===== src/rtl/core/assert_macros.svh =====
// Assertion macros shared by the RTL in this folder.
// Each macro samples on posedge clk and is disabled while rst is high.
`ifndef ASSERT_MACROS_SVH
`define ASSERT_MACROS_SVH

// Same-cycle implication.
`define ASSERT_IMP(lbl, ante, cons) \
  lbl: assert property (@(posedge clk) disable iff (rst) (ante) |-> (cons)) \
    else $error("same-cycle check failed");

// Next-cycle implication.
`define ASSERT_NXT(lbl, ante, cons) \
  lbl: assert property (@(posedge clk) disable iff (rst) (ante) |=> (cons)) \
    else $error("next-cycle check failed");

`endif


===== src/rtl/core/soa_pkg.sv =====
// Shared types and constants for the slab object allocator.
// No dependencies.
`timescale 1ns / 1ps

package soa_pkg;

  localparam int CLS_W       = 3;
  localparam int MAX_CLASSES = 8;

  typedef enum logic [1:0] {
    REQ_ALLOC = 2'd0,
    REQ_FREE  = 2'd1,
    REQ_QUERY = 2'd2,
    REQ_NOP   = 2'd3
  } req_type_t;

  typedef enum logic [1:0] {
    ST_OK        = 2'd0,
    ST_BAD_SIZE  = 2'd1,
    ST_EXHAUSTED = 2'd2,
    ST_NOT_OWNED = 2'd3
  } status_t;

  // Object size of a class: 16 bytes doubled per class step.
  function automatic logic [11:0] class_bytes(input logic [CLS_W-1:0] c);
    return 12'd16 << c;
  endfunction

endpackage


===== src/rtl/core/soa_class_decode.sv =====
// Size-to-class decode for the slab object allocator.
// Depends on soa_pkg.
`timescale 1ns / 1ps

module soa_class_decode import soa_pkg::*; #(
  parameter int NUM_CLASSES = 8
) (
  input  logic [31:0]      size,
  input  logic [11:0]      max_obj_size,
  output logic [CLS_W-1:0] cls,
  output logic             bad
);

  logic found;

  // Scan from the top so the smallest covering class wins.
  always_comb begin
    found = 1'b0;
    cls   = '0;
    for (int i = NUM_CLASSES - 1; i >= 0; i--) begin
      if (size <= 32'(class_bytes(CLS_W'(i)))) begin
        cls   = CLS_W'(i);
        found = 1'b1;
      end
    end
    bad = (size == 32'd0) || (size > 32'(max_obj_size)) || !found;
  end

endmodule


===== config.mk =====
export PLATFORM = sky130hd
export DESIGN_NAME = soa_class_decode
export DESIGN_NICKNAME = d
export VERILOG_FILES = /design/src/rtl/core/assert_macros.svh /design/src/rtl/core/soa_pkg.sv /design/src/rtl/core/soa_class_decode.sv
export SDC_FILE = /design/constraint.sdc
export NUM_CORES = 1
export LEC_CHECK = 0
export BUFFER_PORTS_ARGS = -buffer_cell sky130_fd_sc_hd__buf_2
export CORE_UTILIZATION = 45
export DETAILED_ROUTE_END_ITERATION = 16
export PLACE_DENSITY_LB_ADDON = 0.05
export REMOVE_ABC_BUFFERS = 1
export SYNTH_ARGS = -nofsm -noshare
export SYNTH_HDL_FRONTEND = slang
export SYNTH_SLANG_ARGS = --single-unit

===== constraint.sdc =====
create_clock -name vclk -period 3.76
set_input_delay 0.564 -clock vclk [all_inputs]
set_output_delay 0.564 -clock vclk [all_outputs]
set_load 0.05 [all_outputs]

==> results.toml <==
[run_status]
outcome = "finished, final reports clean"

[critical_path]
cp-end-kind = "output port"
worst-endpoint-arrival_ps = 2330
cp_max_fo = 4
start_kind = "primary input"
crit_required_ps = 3200
critPathKind = "primary input to output port"

[floorplan]
io_pins = 48
start_util = 0.505
num_rows = 12
die_area_um2 = 1450
die_w_um = 38.0
core_um2 = 1160
die_h_um = 38.0

[sta]
tightest_slew_ps = 374
finalSetupViolCount = 0
hold_violations = 0
drv_slew = 0
fmaxAchievable_mhz = 345
holdWs_ps = 1650
fin_crit_sh = 0.771
maxSlewHeadroom = 0.748
setup_ws_ps = 862
tns_ps = 0
rsz0062_at_grt = "no"
finalCriticalPeriod_ps = 2900

[cells_and_area]
nets = 190
final_area_um2 = 842
fillers = 105
seq_cells = 0
multi_input_area_um2 = 532
syn_to_final_growth_pct = 44.1
antennaDiodeCount = 0
nClkBuffers = 0
layout-drive-gt1-share = 0.394
seqCellArea_um2 = 0
fin_util = 0.728
final_cells = 146

[route]
vias_per_cell = 5.58
dr_wl_met3_um = 95
met2WireLength_um = 712
wl_met1_um = 713
route.vias.total = 814
wl_per_cell_um = 10.4
drtIter0Drc = 18
firstDrtPassIters = 4
postRouteAntennaNets = 0
drcViolationCount = 0
drt-total-wl_um = 1520
dr.max_layer_used = "met3"

[logic_synthesis]
synth-xor-area-share = 0
netlist-cell-type-count = 24
muxShareOfSynthArea = 0
ys.warnings.count = 0
synth_top_family_by_area = "simple AND/OR/NAND/NOR gates"
netlist_area_um2 = 584
synth_seq_area_share = 0
syn_area_per_cell_um2 = 6.96
synth_fa_ha_area_frac = 0.257
yosys.area_share.simple = 0.377
syn_inst = 84
synth_compound_area_frac = 0.276

[global_routing]
grt_pass1_wl_um = 2440
grt_max_degree = 9
grt_usage = 0.219
overflow = 0
first_global_vias = 655
antenna_found_initial = 0

[pwr]
ir_worst_vdd_uv = 53.7
p_leak_nw = 0.446
design_power_total_uw = 67.5
p_per_area_nw_per_um2 = 80.1

[place]
place_congestion = 0.744
dp.cells = 146
port_buffers = 48
hpwlAfterDp_um = 1390
pre_cts_ws_ps = 870
placed_area_um2 = 842

[clock_tree]
post_cts_buffers = 0
cts_resized = 0
cts_hold_buf = 0

[hold_path]
holdPathEnd = "cls[0]"
hold_start = "size[30]"
hold-path-cell-count = 5
hold_class = "primary input to output port"

[run]
maxCapViolCount = 0
-- final cells by class --
cell class / count / share of cell area
multi-input combinational: 70 / 0.632
timing repair buffer: 48 / 0.285
inverter: 14 / 0.0624
tap: 14 / 0.0208
-- report_power, final --
| group | switching (mW) | internal [mW] | leakage, nW |
|---|---|---|---|
| sequential | 0 | 0 | 0 |
| combinational | 0.0328 | 0.0347 | 0.446 |
| clock | 0 | 0 | 0 |
-- kinds of logic (layout without fill, tap and decap cells) --
logic type / count (synthesis) / after routing
and+or+nand+nor: 34 / 34
buffers and inverters: 14 / 62
AOI/OAI and AO/OA: 24 / 24
adders and majority gates: 12 / 12
-- how the worst max path moves through the flow --
stage,from,endpoint,slack (ps),depth (start not counted)
finish,size[1],cls[0],860,6
global route,size[1],cls[2],750,7
CTS,size[1],cls[0],860,6
detailed placement,size[1],cls[0],870,6
global placement,size[1],cls[2],900,7
floorplan,size[1],cls[2],790,5
-- cell usage after synthesis, types with 2 or more instances --
cell	count	area [µm²]
or4_1	5	37.5
nand4_1	4	25.0
inv_1	14	52.6
o21ai_0	4	20.0
or3_1	2	12.5
a21o_1	3	22.5
nand3_1	3	15.0
nor2_1	5	18.8
nand3b_1	2	15.0
nor4_1	3	18.8
a21oi_1	9	45.0
o211ai_1	3	22.5
ha_1	12	150
nor2b_1	4	25.0
o31a_1	2	17.5
-- cells in the final DEF (no fill, tap or decap) --
master    count
nor2_1        5
or4_4         1
or3_1         2
nand3_1       3
buf_2        48
nand3_2       1
ha_1         12
o21ai_0       4
nor2b_1       4
o32ai_1       1
or4b_1        1
o211ai_1      3
inv_1        14
o31a_1        2
a21oi_1       9
a41oi_2       1
nor4_2        1
nor4_1        3
nand4_1       4
nor3_1        1
a31o_1        1
or4_1         5
nand3b_1      2
nand2_1       1
a21o_1        3
-- worst max-delay path, stage by stage --
cell and delay (ps):
buf_2 120, or4_4 560, or4b_1 470, a31o_1 200, a41oi_2 130, buf_2 280
-- layer usage --
layer / GRT usage / up-vias
met5: 0 / -
met4: 0 / 0
met3: 0 / 0
met2: 0.436 / 38
met1: 0.271 / 357
li1: - / 419
Power figures use the tool's default switching activity.
